### src/design/sxfb_pkg.sv
package sxfb_pkg;

  localparam int SCREEN_WIDTH_DEF  = 64;
  localparam int SCREEN_HEIGHT_DEF = 32;

  localparam int ROW_STORE   = 32;
  localparam int ROW_AW      = 5;
  localparam int ROW_W       = 64;
  localparam int COL_W       = 6;
  localparam int SPRITE_BITS = 8;
  localparam int COORD_W     = 8;
  localparam int CNT_W       = 4;

  localparam logic FUNC_CLEAR = 1'b0;
  localparam logic FUNC_DRAW  = 1'b1;

  typedef enum logic [1:0] {
    ST_IDLE,
    ST_MOD,
    ST_CLR
  } sxfb_state_t;

  typedef struct packed {
    logic              rd_en;
    logic [ROW_AW-1:0] rd_addr;
    logic              wr_en;
    logic [ROW_AW-1:0] wr_addr;
    logic              clr_all;
  } sxfb_mem_req_t;

endpackage

### src/design/sxfb_row_mem.sv
module sxfb_row_mem
  import sxfb_pkg::*;
(
  input  logic                 clk,
  input  logic                 rst_n,
  input  sxfb_mem_req_t        req,
  input  logic [ROW_W-1:0]     wr_data,
  output logic [ROW_W-1:0]     rd_data
);

  logic [ROW_W-1:0]     mem [ROW_STORE];
  logic [ROW_STORE-1:0] vld_r;
  logic [ROW_W-1:0]     rd_data_r;
  logic                 rd_vld_r;

  always_ff @(posedge clk) begin
    if (req.wr_en) begin
      mem[req.wr_addr] <= wr_data;
    end
    if (req.rd_en) begin
      rd_data_r <= mem[req.rd_addr];
    end
  end

  // unwritten rows read as zero
  always_ff @(posedge clk) begin
    if (!rst_n) begin
      vld_r    <= '0;
      rd_vld_r <= 1'b0;
    end else begin
      if (req.clr_all) begin
        vld_r <= '0;
      end else if (req.wr_en) begin
        vld_r[req.wr_addr] <= 1'b1;
      end
      if (req.rd_en) begin
        rd_vld_r <= vld_r[req.rd_addr];
      end
    end
  end

  assign rd_data = rd_vld_r ? rd_data_r : '0;

endmodule

### src/design/sprite_xor_framebuffer_unit.sv
// Monochrome framebuffer with sprite XOR drawing. A transaction is taken when start is high and
// busy is low. A draw transaction keeps busy high while the row read from the row memory is
// modified and written back (state ST_MOD); its result is strobed on out_valid in the following
// cycle, and no new transaction is taken until that row is written back. A clear transaction
// keeps busy high while it steps through the rows (SCREEN_HEIGHT, held to 1..32) and
// strobes one zeroed row per cycle, top to bottom, with out_last on the final row; the stored
// rows are invalidated at once, so there is no clearing pass after reset or clear. Results
// cannot be held off: each is on the out_ ports for exactly one cycle and must be taken then.
module sprite_xor_framebuffer_unit
  import sxfb_pkg::*;
#(
  parameter int SCREEN_WIDTH  = SCREEN_WIDTH_DEF,
  parameter int SCREEN_HEIGHT = SCREEN_HEIGHT_DEF
)(
  input  logic               clk,
  input  logic               rst_n,
  input  logic               start,
  output logic               busy,
  input  logic               in_func,
  input  logic [COORD_W-1:0] in_sprite_byte,
  input  logic [COORD_W-1:0] in_x_pos,
  input  logic [COORD_W-1:0] in_y_pos,
  input  logic               in_last_row,
  output logic               out_valid,
  output logic [ROW_AW-1:0]  out_row_index,
  output logic [ROW_W-1:0]   out_row_bits,
  output logic               out_collision,
  output logic               out_last
);

  localparam int USE_H = (SCREEN_HEIGHT < 1) ? 1 :
                         ((SCREEN_HEIGHT > ROW_STORE) ? ROW_STORE : SCREEN_HEIGHT);
  localparam int USE_W = (SCREEN_WIDTH < SPRITE_BITS) ? SPRITE_BITS :
                         ((SCREEN_WIDTH > ROW_W) ? ROW_W : SCREEN_WIDTH);
  localparam int NCOORD = 1 << COORD_W;
  localparam int NCNT   = 1 << CNT_W;

  sxfb_state_t state_r, state_nxt;

  logic [ROW_AW-1:0]      addr_r, addr_nxt;
  logic [SPRITE_BITS-1:0] pat_r, pat_nxt;
  logic [COL_W-1:0]       xmod_r, xmod_nxt;
  logic                   last_r, last_nxt;
  logic [CNT_W-1:0]       cnt_r, cnt_nxt;
  logic                   coll_r, coll_nxt;
  logic [ROW_AW-1:0]      clr_idx_r, clr_idx_nxt;

  logic                   out_valid_r, out_valid_nxt;
  logic [ROW_AW-1:0]      out_row_r, out_row_nxt;
  logic [ROW_W-1:0]       out_bits_r, out_bits_nxt;
  logic                   out_coll_r, out_coll_nxt;
  logic                   out_last_r, out_last_nxt;

  logic [ROW_AW-1:0]      y_mod_tab   [NCOORD];
  logic [COL_W-1:0]       x_mod_tab   [NCOORD];
  logic [ROW_AW-1:0]      cnt_mod_tab [NCNT];

  logic                   accept;
  logic                   clr_done;
  logic [ROW_AW:0]        row_sum;
  logic [ROW_AW-1:0]      row_calc;
  logic [ROW_W-1:0]       mask;
  logic [ROW_W-1:0]       old_bits;
  logic [ROW_W-1:0]       new_bits;
  logic                   hit;
  sxfb_mem_req_t          mem_req;

  for (genvar i = 0; i < NCOORD; i++) begin : g_coord_tab
    assign y_mod_tab[i] = ROW_AW'(i % USE_H);
    assign x_mod_tab[i] = COL_W'(i % USE_W);
  end

  for (genvar i = 0; i < NCNT; i++) begin : g_cnt_tab
    assign cnt_mod_tab[i] = ROW_AW'(i % USE_H);
  end

  assign accept = start & ~busy;

  // both terms are below USE_H, so one subtract wraps the sum
  always_comb begin
    row_sum = {1'b0, y_mod_tab[in_y_pos]} + {1'b0, cnt_mod_tab[cnt_r]};
    if (row_sum >= (ROW_AW+1)'(USE_H)) begin
      row_calc = ROW_AW'(row_sum - (ROW_AW+1)'(USE_H));
    end else begin
      row_calc = row_sum[ROW_AW-1:0];
    end
  end

  always_comb begin
    logic [COL_W:0] col;
    mask = '0;
    for (int j = 0; j < SPRITE_BITS; j++) begin
      col = {1'b0, xmod_r} + (COL_W+1)'(j);
      if (col >= (COL_W+1)'(USE_W)) begin
        col = col - (COL_W+1)'(USE_W);
      end
      if (pat_r[SPRITE_BITS-1-j]) begin
        mask[col[COL_W-1:0]] = 1'b1;
      end
    end
  end

  assign hit      = |(old_bits & mask);
  assign new_bits = old_bits ^ mask;
  assign clr_done = (clr_idx_r == ROW_AW'(USE_H - 1));

  sxfb_row_mem u_mem (
    .clk     (clk),
    .rst_n   (rst_n),
    .req     (mem_req),
    .wr_data (new_bits),
    .rd_data (old_bits)
  );

  always_comb begin
    state_nxt = state_r;
    unique case (state_r)
      ST_IDLE: begin
        if (accept) begin
          state_nxt = (in_func == FUNC_DRAW) ? ST_MOD : ST_CLR;
        end
      end
      ST_MOD: begin
        state_nxt = ST_IDLE;
      end
      ST_CLR: begin
        if (clr_done) begin
          state_nxt = ST_IDLE;
        end
      end
      default: begin
        state_nxt = ST_IDLE;
      end
    endcase
  end

  always_comb begin
    busy            = 1'b1;
    mem_req         = '0;
    mem_req.rd_addr = row_calc;
    mem_req.wr_addr = addr_r;
    unique case (state_r)
      ST_IDLE: begin
        busy            = 1'b0;
        mem_req.rd_en   = start & (in_func == FUNC_DRAW);
        mem_req.clr_all = start & (in_func == FUNC_CLEAR);
      end
      ST_MOD: begin
        mem_req.wr_en = 1'b1;
      end
      ST_CLR: begin
      end
      default: begin
      end
    endcase
  end

  always_comb begin
    addr_nxt      = addr_r;
    pat_nxt       = pat_r;
    xmod_nxt      = xmod_r;
    last_nxt      = last_r;
    cnt_nxt       = cnt_r;
    coll_nxt      = coll_r;
    clr_idx_nxt   = clr_idx_r;
    out_valid_nxt = 1'b0;
    out_row_nxt   = out_row_r;
    out_bits_nxt  = out_bits_r;
    out_coll_nxt  = out_coll_r;
    out_last_nxt  = out_last_r;
    case (state_r)
      ST_IDLE: begin
        if (accept) begin
          if (in_func == FUNC_DRAW) begin
            addr_nxt = row_calc;
            pat_nxt  = in_sprite_byte;
            xmod_nxt = x_mod_tab[in_x_pos];
            last_nxt = in_last_row;
          end else begin
            cnt_nxt     = '0;
            coll_nxt    = 1'b0;
            clr_idx_nxt = '0;
          end
        end
      end
      ST_MOD: begin
        out_valid_nxt = 1'b1;
        out_row_nxt   = addr_r;
        out_bits_nxt  = new_bits;
        out_coll_nxt  = last_r & (coll_r | hit);
        out_last_nxt  = last_r;
        if (last_r) begin
          cnt_nxt  = '0;
          coll_nxt = 1'b0;
        end else begin
          cnt_nxt  = cnt_r + CNT_W'(1);
          coll_nxt = coll_r | hit;
        end
      end
      ST_CLR: begin
        out_valid_nxt = 1'b1;
        out_row_nxt   = clr_idx_r;
        out_bits_nxt  = '0;
        out_coll_nxt  = 1'b0;
        out_last_nxt  = clr_done;
        clr_idx_nxt   = clr_idx_r + ROW_AW'(1);
      end
      default: begin
      end
    endcase
  end

  always_ff @(posedge clk) begin
    if (!rst_n) begin
      state_r     <= ST_IDLE;
      cnt_r       <= '0;
      coll_r      <= 1'b0;
      clr_idx_r   <= '0;
      out_valid_r <= 1'b0;
    end else begin
      state_r     <= state_nxt;
      cnt_r       <= cnt_nxt;
      coll_r      <= coll_nxt;
      clr_idx_r   <= clr_idx_nxt;
      out_valid_r <= out_valid_nxt;
    end
  end

  always_ff @(posedge clk) begin
    addr_r     <= addr_nxt;
    pat_r      <= pat_nxt;
    xmod_r     <= xmod_nxt;
    last_r     <= last_nxt;
    out_row_r  <= out_row_nxt;
    out_bits_r <= out_bits_nxt;
    out_coll_r <= out_coll_nxt;
    out_last_r <= out_last_nxt;
  end

  assign out_valid     = out_valid_r;
  assign out_row_index = out_row_r;
  assign out_row_bits  = out_bits_r;
  assign out_collision = out_coll_r;
  assign out_last      = out_last_r;

endmodule

### config.mk
export PLATFORM = sky130hd
export DESIGN_NAME = sprite_xor_framebuffer_unit
export DESIGN_NICKNAME = d
export VERILOG_FILES = /design/src/design/sxfb_pkg.sv /design/src/design/sxfb_row_mem.sv /design/src/design/sprite_xor_framebuffer_unit.sv
export SDC_FILE = /design/constraint.sdc
export NUM_CORES = 2
export LEC_CHECK = 0
export ABC_AREA = 1
export ABC_CLOCK_PERIOD_IN_PS = 4000
export BUFFER_PORTS_ARGS = -buffer_cell sky130_fd_sc_hd__buf_2
export CAP_MARGIN = 20
export CELL_PAD_IN_SITES_DETAIL_PLACEMENT = 1
export CELL_PAD_IN_SITES_GLOBAL_PLACEMENT = 1
export CORE_MARGIN = 10
export CORE_UTILIZATION = 45
export CTS_CLUSTER_DIAMETER = 50
export CTS_CLUSTER_SIZE = 28
export DETAILED_ROUTE_END_ITERATION = 10
export PLACE_DENSITY = 0.85
export SKIP_LAST_GASP = 1
export SYNTH_ARGS = -nofsm -noshare
export SYNTH_HDL_FRONTEND = slang
export SYNTH_SLANG_ARGS = --single-unit
### constraint.sdc
create_clock -name clk -period 4 [get_ports clk]
set_input_delay 0.4 -clock clk [delete_from_list [all_inputs] [get_ports clk]]
set_output_delay 0.4 -clock clk [all_outputs]
set_load 0.02 [all_outputs]
# Word level (Yosys, flattened, before mapping)
# Memories as Yosys holds them, arrays and structs flattened. A register that Yosys moved wholly into a read port is not among the register bits.
# Cells that the tools add are included.
[classes]
n_addsub = 19
order_cmp = 30
eq_ne = 6
n_mux = 68
n_bitwise = 20
reduce_logical = 20
[op_table]
columns = ["op", "n"]
rows = [
  ["2-to-1 mux 64 bit", 9],
  ["bitwise OR 64 bit", 7],
  ["one-hot mux 64 bit (2 select lines)", 1],
  ["bitwise AND 64 bit", 1],
  ["OR reduction 64 bit", 1],
  ["XOR 64 bit", 1],
  ["< comparator 6 x 7 -> 1 bit (second input constant)", 8],
  [">= comparator 7 bit (second input constant)", 7],
  ["demux 1 bit (select 6 bit)", 8],
  [">= comparator 6 x 1 -> 1 bit (second input constant)", 8],
  ["2-to-1 mux 6 bit", 8],
  ["subtractor 6 x 1 -> 6 bit (second input constant)", 8],
  ["2-to-1 mux 5 bit", 7],
  ["bitwise OR 32 bit", 1],
  ["adder 6 x 3 -> 7 bit (second input constant)", 4],
  ["2-to-1 mux 1 bit", 20],
  ["one-hot mux 5 bit (2 select lines)", 2],
  ["NOT 8 -> 9 bit", 2],
  ["adder 6 x 2 -> 7 bit (second input constant)", 2],
  ["< comparator 5 x 6 -> 1 bit (second input constant)", 2],
  ["2-to-1 mux 4 bit", 3],
  [">= comparator 9 bit (second input constant)", 1],
  ["logical AND 1 bit", 9],
  ["AND reduction 3 bit", 3],
  ["27 further kinds", 40],
]
[word_totals]
reg_bits = 131
ramBits = 2048
romBits = 2896
inputBits = 29
out_inout_bits = 73
elab_cells = 181
mem_count = 4
[mem_list]
columns = ["name", "depth", "word_bits", "rd", "rd_clocked_by_memory_dff", "wr", "line", "rtl"]
rows = [
  ["u_mem.mem", 32, 64, 1, 1, 1, "sxfb_row_mem.sv:11", "logic [ROW_W-1:0] mem [ROW_STORE];"],
  ["(name not given)", 256, 6, 1, 1, 0, "sprite_xor_framebuffer_unit.sv:177", "xmod_nxt = x_mod_tab[in_x_pos];"],
  ["(name not given)", 256, 5, 1, 0, 0, "sprite_xor_framebuffer_unit.sv:81", "row_sum = {1'b0, y_mod_tab[in_y_pos]} + {1'b0, cnt_mod_tab[cnt_r]};"],
  ["(name not given)", 16, 5, 1, 0, 0, "sprite_xor_framebuffer_unit.sv:81", ""],
]

# Longest topological paths before layout
[logic_depth]
word_depth = 26
ltp_mapped = 22
mapped_depth_nobuf = 20

# Cells and area by module
# From an unflattened synthesis, not the netlist that was laid out.
[hier_totals]
cells_unflattened = 8463
area_unflattened_um2 = 95809.4
[modules_own_cells]
columns = ["module", "instances", "cells_per_inst", "area_each_um2", "seq_area_each_um2"]
rows = [
  ["sxfb_row_mem", 1, 6658, 84239.5, 64081.5],
  ["sprite_xor_framebuffer_unit", 1, 1805, 11569.8, 2992.9],
]

# Least setup slack after synthesis
# OpenSTA, ideal clock, no wires.
[synth_timing]
path_kind = "register to register"
start = "register state_r[1]"
end = "memory u_mem.mem[25][0] (enable)"
setup_ns = 0.488
arrival_ns = 3.622
required_ns = 3.512
slack_ns = -0.110
stages_incl_launch_ff = 7
n_path_buf = 0
period_less_slack_ns = 4.110
cell_sequence = "dfxtp_1 inv_1 ha_1 inv_1 nor3_1 inv_1 nor2_1"
[synth_between]
elab_chain_len = 4
[synth_rtl]
columns = ["element", "line", "rtl"]
rows = [
  ["start: declaration", "sprite_xor_framebuffer_unit.sv:38", "sxfb_state_t state_r, state_nxt;"],
  ["start signal: assignment", "sprite_xor_framebuffer_unit.sv:221", "state_r <= state_nxt;"],
  ["equality test 2 x 1 -> 1 bit", "sprite_xor_framebuffer_unit.sv:142", "unique case (state_r)"],
  ["2-to-1 mux 1 bit", "sprite_xor_framebuffer_unit.sv:142", ""],
  ["2-to-1 mux 1 bit", "sxfb_row_mem.sv:17", "if (req.wr_en) begin"],
  ["2-to-1 mux 1 bit (implied by the code)", "sxfb_row_mem.sv:18", "mem[req.wr_addr] <= wr_data;"],
  ["end: declaration", "sxfb_row_mem.sv:11", ""],
]
# Every way passes these cells.

# Final worst setup path
[layout_timing]
start = "register xmod_r[2]"
end = "register out_coll_r, in the netlist out_collision, data pin"
[layout_between]
elab_chain_len = 26
word_cells_on_any_way = 91
classes_between = "add/sub (15); order compare (24); mux (33); bitwise (10); reduce/logical (9)"
[layout_rtl]
columns = ["element", "line", "rtl"]
rows = [
  ["start: declaration", "sprite_xor_framebuffer_unit.sv:42", "logic [COL_W-1:0] xmod_r, xmod_nxt;"],
  ["adder 6 x 1 -> 7 bit (tied with other cells)", "sprite_xor_framebuffer_unit.sv:93", "col = {1'b0, xmod_r} + (COL_W+1)'(j);"],
  ["subtractor 6 x 1 -> 6 bit (tied with other cells)", "sprite_xor_framebuffer_unit.sv:95", "col = col - (COL_W+1)'(USE_W);"],
  ["2-to-1 mux 6 bit (tied with other cells)", "sprite_xor_framebuffer_unit.sv:94", "if (col >= (COL_W+1)'(USE_W)) begin"],
  ["< comparator 6 x 7 -> 1 bit (implied by the code) (tied with other cells)", "sprite_xor_framebuffer_unit.sv:98", "mask[col[COL_W-1:0]] = 1'b1;"],
  ["logical AND 1 bit (implied by the code) or 2-to-1 mux 1 bit (tied branches)", "sprite_xor_framebuffer_unit.sv:98", ""],
  ["2-to-1 mux 1 bit (implied by the code) or demux 1 bit (select 6 bit) (tied branches)", "sprite_xor_framebuffer_unit.sv:98", ""],
  ["demux 1 bit (select 6 bit) or 2-to-1 mux 64 bit (tied branches)", "sprite_xor_framebuffer_unit.sv:98, sprite_xor_framebuffer_unit.sv:97", ""],
  ["bitwise OR 64 bit (no line)", "n/a", ""],
  ["[... 10 more ...]", "n/a", ""],
  ["2-to-1 mux 64 bit", "sprite_xor_framebuffer_unit.sv:97", "if (pat_r[SPRITE_BITS-1-j]) begin"],
  ["bitwise OR 64 bit (no line)", "n/a", ""],
  ["2-to-1 mux 64 bit *", "sprite_xor_framebuffer_unit.sv:97", ""],
  ["bitwise AND 64 bit *", "sprite_xor_framebuffer_unit.sv:103", "assign hit = |(old_bits & mask);"],
  ["OR reduction 64 bit *", "sprite_xor_framebuffer_unit.sv:103", ""],
  ["bitwise OR 1 bit *", "sprite_xor_framebuffer_unit.sv:190", "out_coll_nxt = last_r & (coll_r | hit);"],
  ["bitwise AND 1 bit *", "sprite_xor_framebuffer_unit.sv:190", ""],
  ["one-hot mux 1 bit (2 select lines) *", "sprite_xor_framebuffer_unit.sv:171", "case (state_r)"],
  ["end signal: assignment", "sprite_xor_framebuffer_unit.sv:236", "out_coll_r <= out_coll_nxt;"],
  ["end: declaration", "sprite_xor_framebuffer_unit.sv:51", "logic out_coll_r, out_coll_nxt;"],
]
# Mark *: on every way between the ends. The rest lies on a longest branch, timed or not.
# A chain may end at the register's enable or synchronous reset.

==> results_tabular.tex <==
\begin{tabular}{lr}
\hline
Metric & Value \\
\hline
\multicolumn{2}{l}{\textbf{Logic synthesis}} \\
Share of synthesized area occupied by flip-flops and latches & 0.704 \\
Post-synth cell types & 34 \\
Netlist area before placement & approximately 0.095 mm\^{}2 \\
Post-Syn Instances & roughly 8200 \\
Library cell occupying the most area in the post-synthesis netlist & sky130\_fd\_sc\_hd\_\_edfxtp\_1 \\
Net count of the mapped netlist & $\sim$8300 \\
Number of enable flip-flop cells after synthesis & roughly 2200 \\
Proportion of netlist area held by the largest area contributor & 0.694 \\
Flops \& latches, synth & 2249 \\
Synthesis Warnings & 0 \\
Cell with the most instances after synthesis & sky130\_fd\_sc\_hd\_\_edfxtp\_1 \\
Syn\_area\_per\_cell & between 10 and 15 um\^{}2 \\
Top cell types by occurrence after synthesis & sky130\_fd\_sc\_hd\_\_edfxtp\_1 (2203), sky130\_fd\_sc\_hd\_\_nor2\_1 (2141), sky130\_fd\_sc\_hd\_\_o21ai\_0 (1098) \\
Dominant cells by area after synthesis & sky130\_fd\_sc\_hd\_\_edfxtp\_1 (69\%), sky130\_fd\_sc\_hd\_\_nor2\_1 (8.4\%), sky130\_fd\_sc\_hd\_\_o21ai\_0 (5.8\%) \\
Top\_reg\_cell synth & sky130\_fd\_sc\_hd\_\_edfxtp\_1 \\
Share of flip-flops with an asynchronous set or reset after synthesis & 0 \\
\multicolumn{2}{l}{\textbf{Outcome}} \\
Outcome & finished, violations left \\
Failing checks & negative setup slack \\
\multicolumn{2}{l}{\textbf{Job}} \\
Count of max-cap constraint violations & 0 \\
\multicolumn{2}{l}{\textbf{Routing}} \\
Via count normalized by instance count & roughly 6.5 \\
Number of iterations in the first detailed-routing pass & 6 \\
Drt wl/cell & between 30 and 40 um \\
Number of nets with antenna violations after detailed routing & 0 \\
Initial DRC Count & 10900 \\
Number of vias after detailed routing & approximately 74000 \\
Routed wire length & 373000 um \\
Count of unresolved DRC violations after routing & 0 \\
\multicolumn{2}{l}{\textbf{Setup path}} \\
Critical Path Start & xmod\_r[2]\$\_DFFE\_PP\_ \\
Worst endpoint data arrival time & around 4.7 ns \\
Reg2reg start & xmod\_r[2]\$\_DFFE\_PP\_ \\
Sort of element at the end of the critical path & register \\
Total number of cells along the worst setup path & 21 \\
Cell repeated most along the worst path & sky130\_fd\_sc\_hd\_\_buf\_4 \\
Worst setup endpoint & out\_collision\$\_SDFFCE\_PP0P\_ \\
Required time at the endpoint of the critical path & $\sim$4.6 ns \\
Sum of buffers and inverters on the critical path & 7 \\
Maximum net fanout on the critical path & 7 \\
Family with the most delay on the worst path & simple AND/OR/NAND/NOR gates \\
End of the worst register-to-register path & out\_collision\$\_SDFFCE\_PP0P\_ \\
Startpoint type of the worst setup path & register \\
Cells along the critical path & inv\_2 -> ha\_1 -> nand2\_1 -> nand2\_1 -> xor2\_4 -> inv\_1 -> nand3\_1 -> buf\_4 -> nor2\_1 -> nor2\_1 -> nand3\_1 -> buf\_4 -> ha\_1 -> nor2\_2 -> nand4\_1 -> nor2\_1 -> buf\_4 -> nand3\_2 -> buf\_4 -> nand3\_1 -> inv\_1 \\
Crit-path max cell delay & approximately 0.50 ns \\
Critical path class & reg2reg \\
Slowest cell on the critical path & sky130\_fd\_sc\_hd\_\_edfxtp\_1 \\
Register-to-Register Setup Slack & -0.01 ns \\
Depth of the most critical reg-to-reg path & 21 \\
\multicolumn{2}{l}{\textbf{Global routing}} \\
All-layer global routing usage & 0.313 \\
Remaining Overflow, GRT & 0 \\
Initial antenna violation count & 11 \\
Vias in the first global route & around 77000 \\
First-pass GRT wire length & 534000 um \\
Pin count of the biggest net entering global routing & around 190 \\
\multicolumn{2}{l}{\textbf{Clock network}} \\
\# clock sinks & 2249 \\
Cts bufs inserted & 192 \\
Clk slew on worst S/H paths & $\sim$0.070 ns \\
Clock root buffer & sky130\_fd\_sc\_hd\_\_clkbuf\_16 \\
Level count of the clock H-tree & 4 \\
Max clock buf depth & 3 \\
Worst-skew pair later-pin latency & about 0.87 ns \\
Clock tree from TritonCTS & built \\
\multicolumn{2}{l}{\textbf{Final layout}} \\
Fraction of layout instances using a drive strength above 1 & 0.125 \\
Final design instance area without fill & between 0.1 and 0.15 mm\^{}2 \\
Final nets & approximately 8600 \\
Area overhead of the layout relative to synthesis & 16.1\% \\
\multicolumn{2}{l}{\textbf{Timing}} \\
Max Freq & between 200 and 250 MHz \\
Fin. Hold Viols & 0 \\
Pins over their slew limit & 0 \\
Ratio of final minimum period to clock period & 1.00 \\
Hold Worst Slack & about 0.087 ns \\
Transition time at the pin with the least slew margin & $\sim$1.2 ns \\
Count of endpoints failing setup in the final report & 1 \\
Clock Skew & approximately 0.044 ns \\
Max-slew headroom & 0.197 \\
Final setup slack of the worst path & -0.0143 ns \\
Post-layout minimum cycle time & $\sim$4.0 ns \\
\multicolumn{2}{l}{\textbf{Floorplan}} \\
Height of the die & 480 um \\
Number of rows in the core area & about 170 \\
X dimension of the die & $\sim$480 um \\
Count of boundary I/O pins & a little over 100 \\
Die ar. & roughly 0.23 mm\^{}2 \\
CORE AREA & between 0.2 and 0.25 mm\^{}2 \\
Initial cell density of the core & 0.454 \\
\multicolumn{2}{l}{\textbf{Pwr}} \\
Leakage power of the design & a little under 40 nW \\
Power density over the cells & roughly 470 mW/mm\^{}2 \\
Highest ir drop seen on vdd & around 0.43 mV \\
Power, Total & roughly 52 mW \\
\multicolumn{2}{l}{\textbf{Place}} \\
Count of input and output buffers & 96 \\
Hpwl dp & roughly 220000 um \\
Post-DP Area & 0.103 mm\^{}2 \\
Final weighted congestion in routability-driven placement & 1.00 \\
\multicolumn{2}{l}{\textbf{Min path}} \\
Classification of the worst-slack hold path & in2reg \\
\hline
\end{tabular}
## worst reg2reg max path, stage by stage (launching register included)
cell and delay (ns):
sky130_fd_sc_hd__edfxtp_1 0.50, sky130_fd_sc_hd__inv_2 0.10, sky130_fd_sc_hd__ha_1 0.21, sky130_fd_sc_hd__nand2_1 0.09, sky130_fd_sc_hd__nand2_1 0.16, sky130_fd_sc_hd__xor2_4 0.25, sky130_fd_sc_hd__inv_1 0.09, sky130_fd_sc_hd__nand3_1 0.09
sky130_fd_sc_hd__buf_4 0.17, sky130_fd_sc_hd__nor2_1 0.05, sky130_fd_sc_hd__nor2_1 0.26, sky130_fd_sc_hd__nand3_1 0.19, sky130_fd_sc_hd__buf_4 0.20, sky130_fd_sc_hd__ha_1 0.24, sky130_fd_sc_hd__nor2_2 0.20, sky130_fd_sc_hd__nand4_1 0.25
sky130_fd_sc_hd__nor2_1 0.16, sky130_fd_sc_hd__buf_4 0.14, sky130_fd_sc_hd__nand3_2 0.13, sky130_fd_sc_hd__buf_4 0.18, sky130_fd_sc_hd__nand3_1 0.06, sky130_fd_sc_hd__inv_1 0.05
## cell type report
cell class                 instances  area [um^2]
timing repair buffer             637         6560
inverter                         323         1240
tap                             2805         3510
multi-input combinational       5106        25500
fill                           21500        99500
sequential                      2249        67100
clock buffer                     208         4960
antenna                            4         10.0
clock inverter                   150         1780
## layout by cell type, fill, tap and decap left out, drive strengths merged, types with 30 or more instances in the layout
cell type  count
inv          375
ha            78
o21ai       1107
clkbuf       208
nand4        259
o21bai        30
o211ai       448
nor2        2143
and2          64
nand3        585
dfxtp         46
buf          620
nand2        318
clkinv        64
edfxtp      2203
## cell families (layout without fill, tap and decap cells)
logic type      count (synthesis)  count (layout)  share of synthesized area
flops                        2249            2249                      0.704
simple gates                 3401            3401                      0.151
compound gates               1605            1605                     0.0969
xor+xnor                       21              21                    0.00201
other cells                     0               4                          0
fa+ha+maj                      79              79                     0.0104
buf+inv                       869            1318                     0.0362
## per-layer routing
layer / track usage / routed length [um]
met5: 0 / 66
met4: 0.193 / 27600
met3: 0.0727 / 42800
met2: 0.489 / 170000
met1: 0.394 / 133000
## where the power goes
part	switching [mW]	leakage [nW]	internal [mW]
clock network	9.88	3.24	10.4
registers	0.0948	21.3	26.4
logic	3.73	14.0	1.42
total	13.7	38.6	38.2
## repair_timing
action | 4_1_cts | 5_1_grt
hold endpoints to repair | 29 | 0
pin swaps | 2 | 9
buffers inserted | 5 | 2
hold buffers | 17 | 0
gates cloned | 0 | 0
setup endpoints to repair | 2 | 2
gates resized for setup | 22 | 57
## worst min-delay path by stage
stage                                       startpoint                           end  slack, ns  depth (start not counted)
after detailed placement  u_mem.vld_r[11]$_SDFFE_PP0P_  u_mem.vld_r[11]$_SDFFE_PP0P_       0.47                          2
after global routing                           in_func       state_r[1]$_SDFFE_PN0P_       0.14                          6
final                                          in_func       state_r[1]$_SDFFE_PN0P_       0.09                          6
after CTS                                      in_func       state_r[1]$_SDFFE_PN0P_       0.04                          6
after global placement     u_mem.vld_r[1]$_SDFFE_PP0P_   u_mem.vld_r[1]$_SDFFE_PP0P_       0.45                          2
after floorplan            u_mem.vld_r[1]$_SDFFE_PP0P_   u_mem.vld_r[1]$_SDFFE_PP0P_       0.43                          2
## metrics by stage
step | TNS [ns] | worst slack, ns | std cells | utilization
after floorplan | -189.96 | -0.110 | 8224 | -
after global placement | -0.357 | -0.252 | 11100 | 0.491
after detailed placement | -0.256 | -0.195 | 11100 | 0.491
after CTS | 0 | 0.000990 | 11500 | 0.525
after global routing | -0.0418 | -0.0418 | 11500 | 0.526
final | -0.0143 | -0.0143 | 11500 | 0.526
## registers in the layout (all words and copies together), names as in the netlist
signal,cells
xmod_r,6
out_collision,1
u_mem.rd_vld_r,1
last_r,1
clr_idx_r,5
u_mem.rd_data_r,64
coll_r,1
out_row_index,5
addr_r,5
u_mem.vld_r,32
out_valid,1
u_mem.mem,2048
out_last,1
pat_r,8
state_r,2
cnt_r,4
out_row_bits,64
No activity file was read; power rests on OpenSTA's default activity.
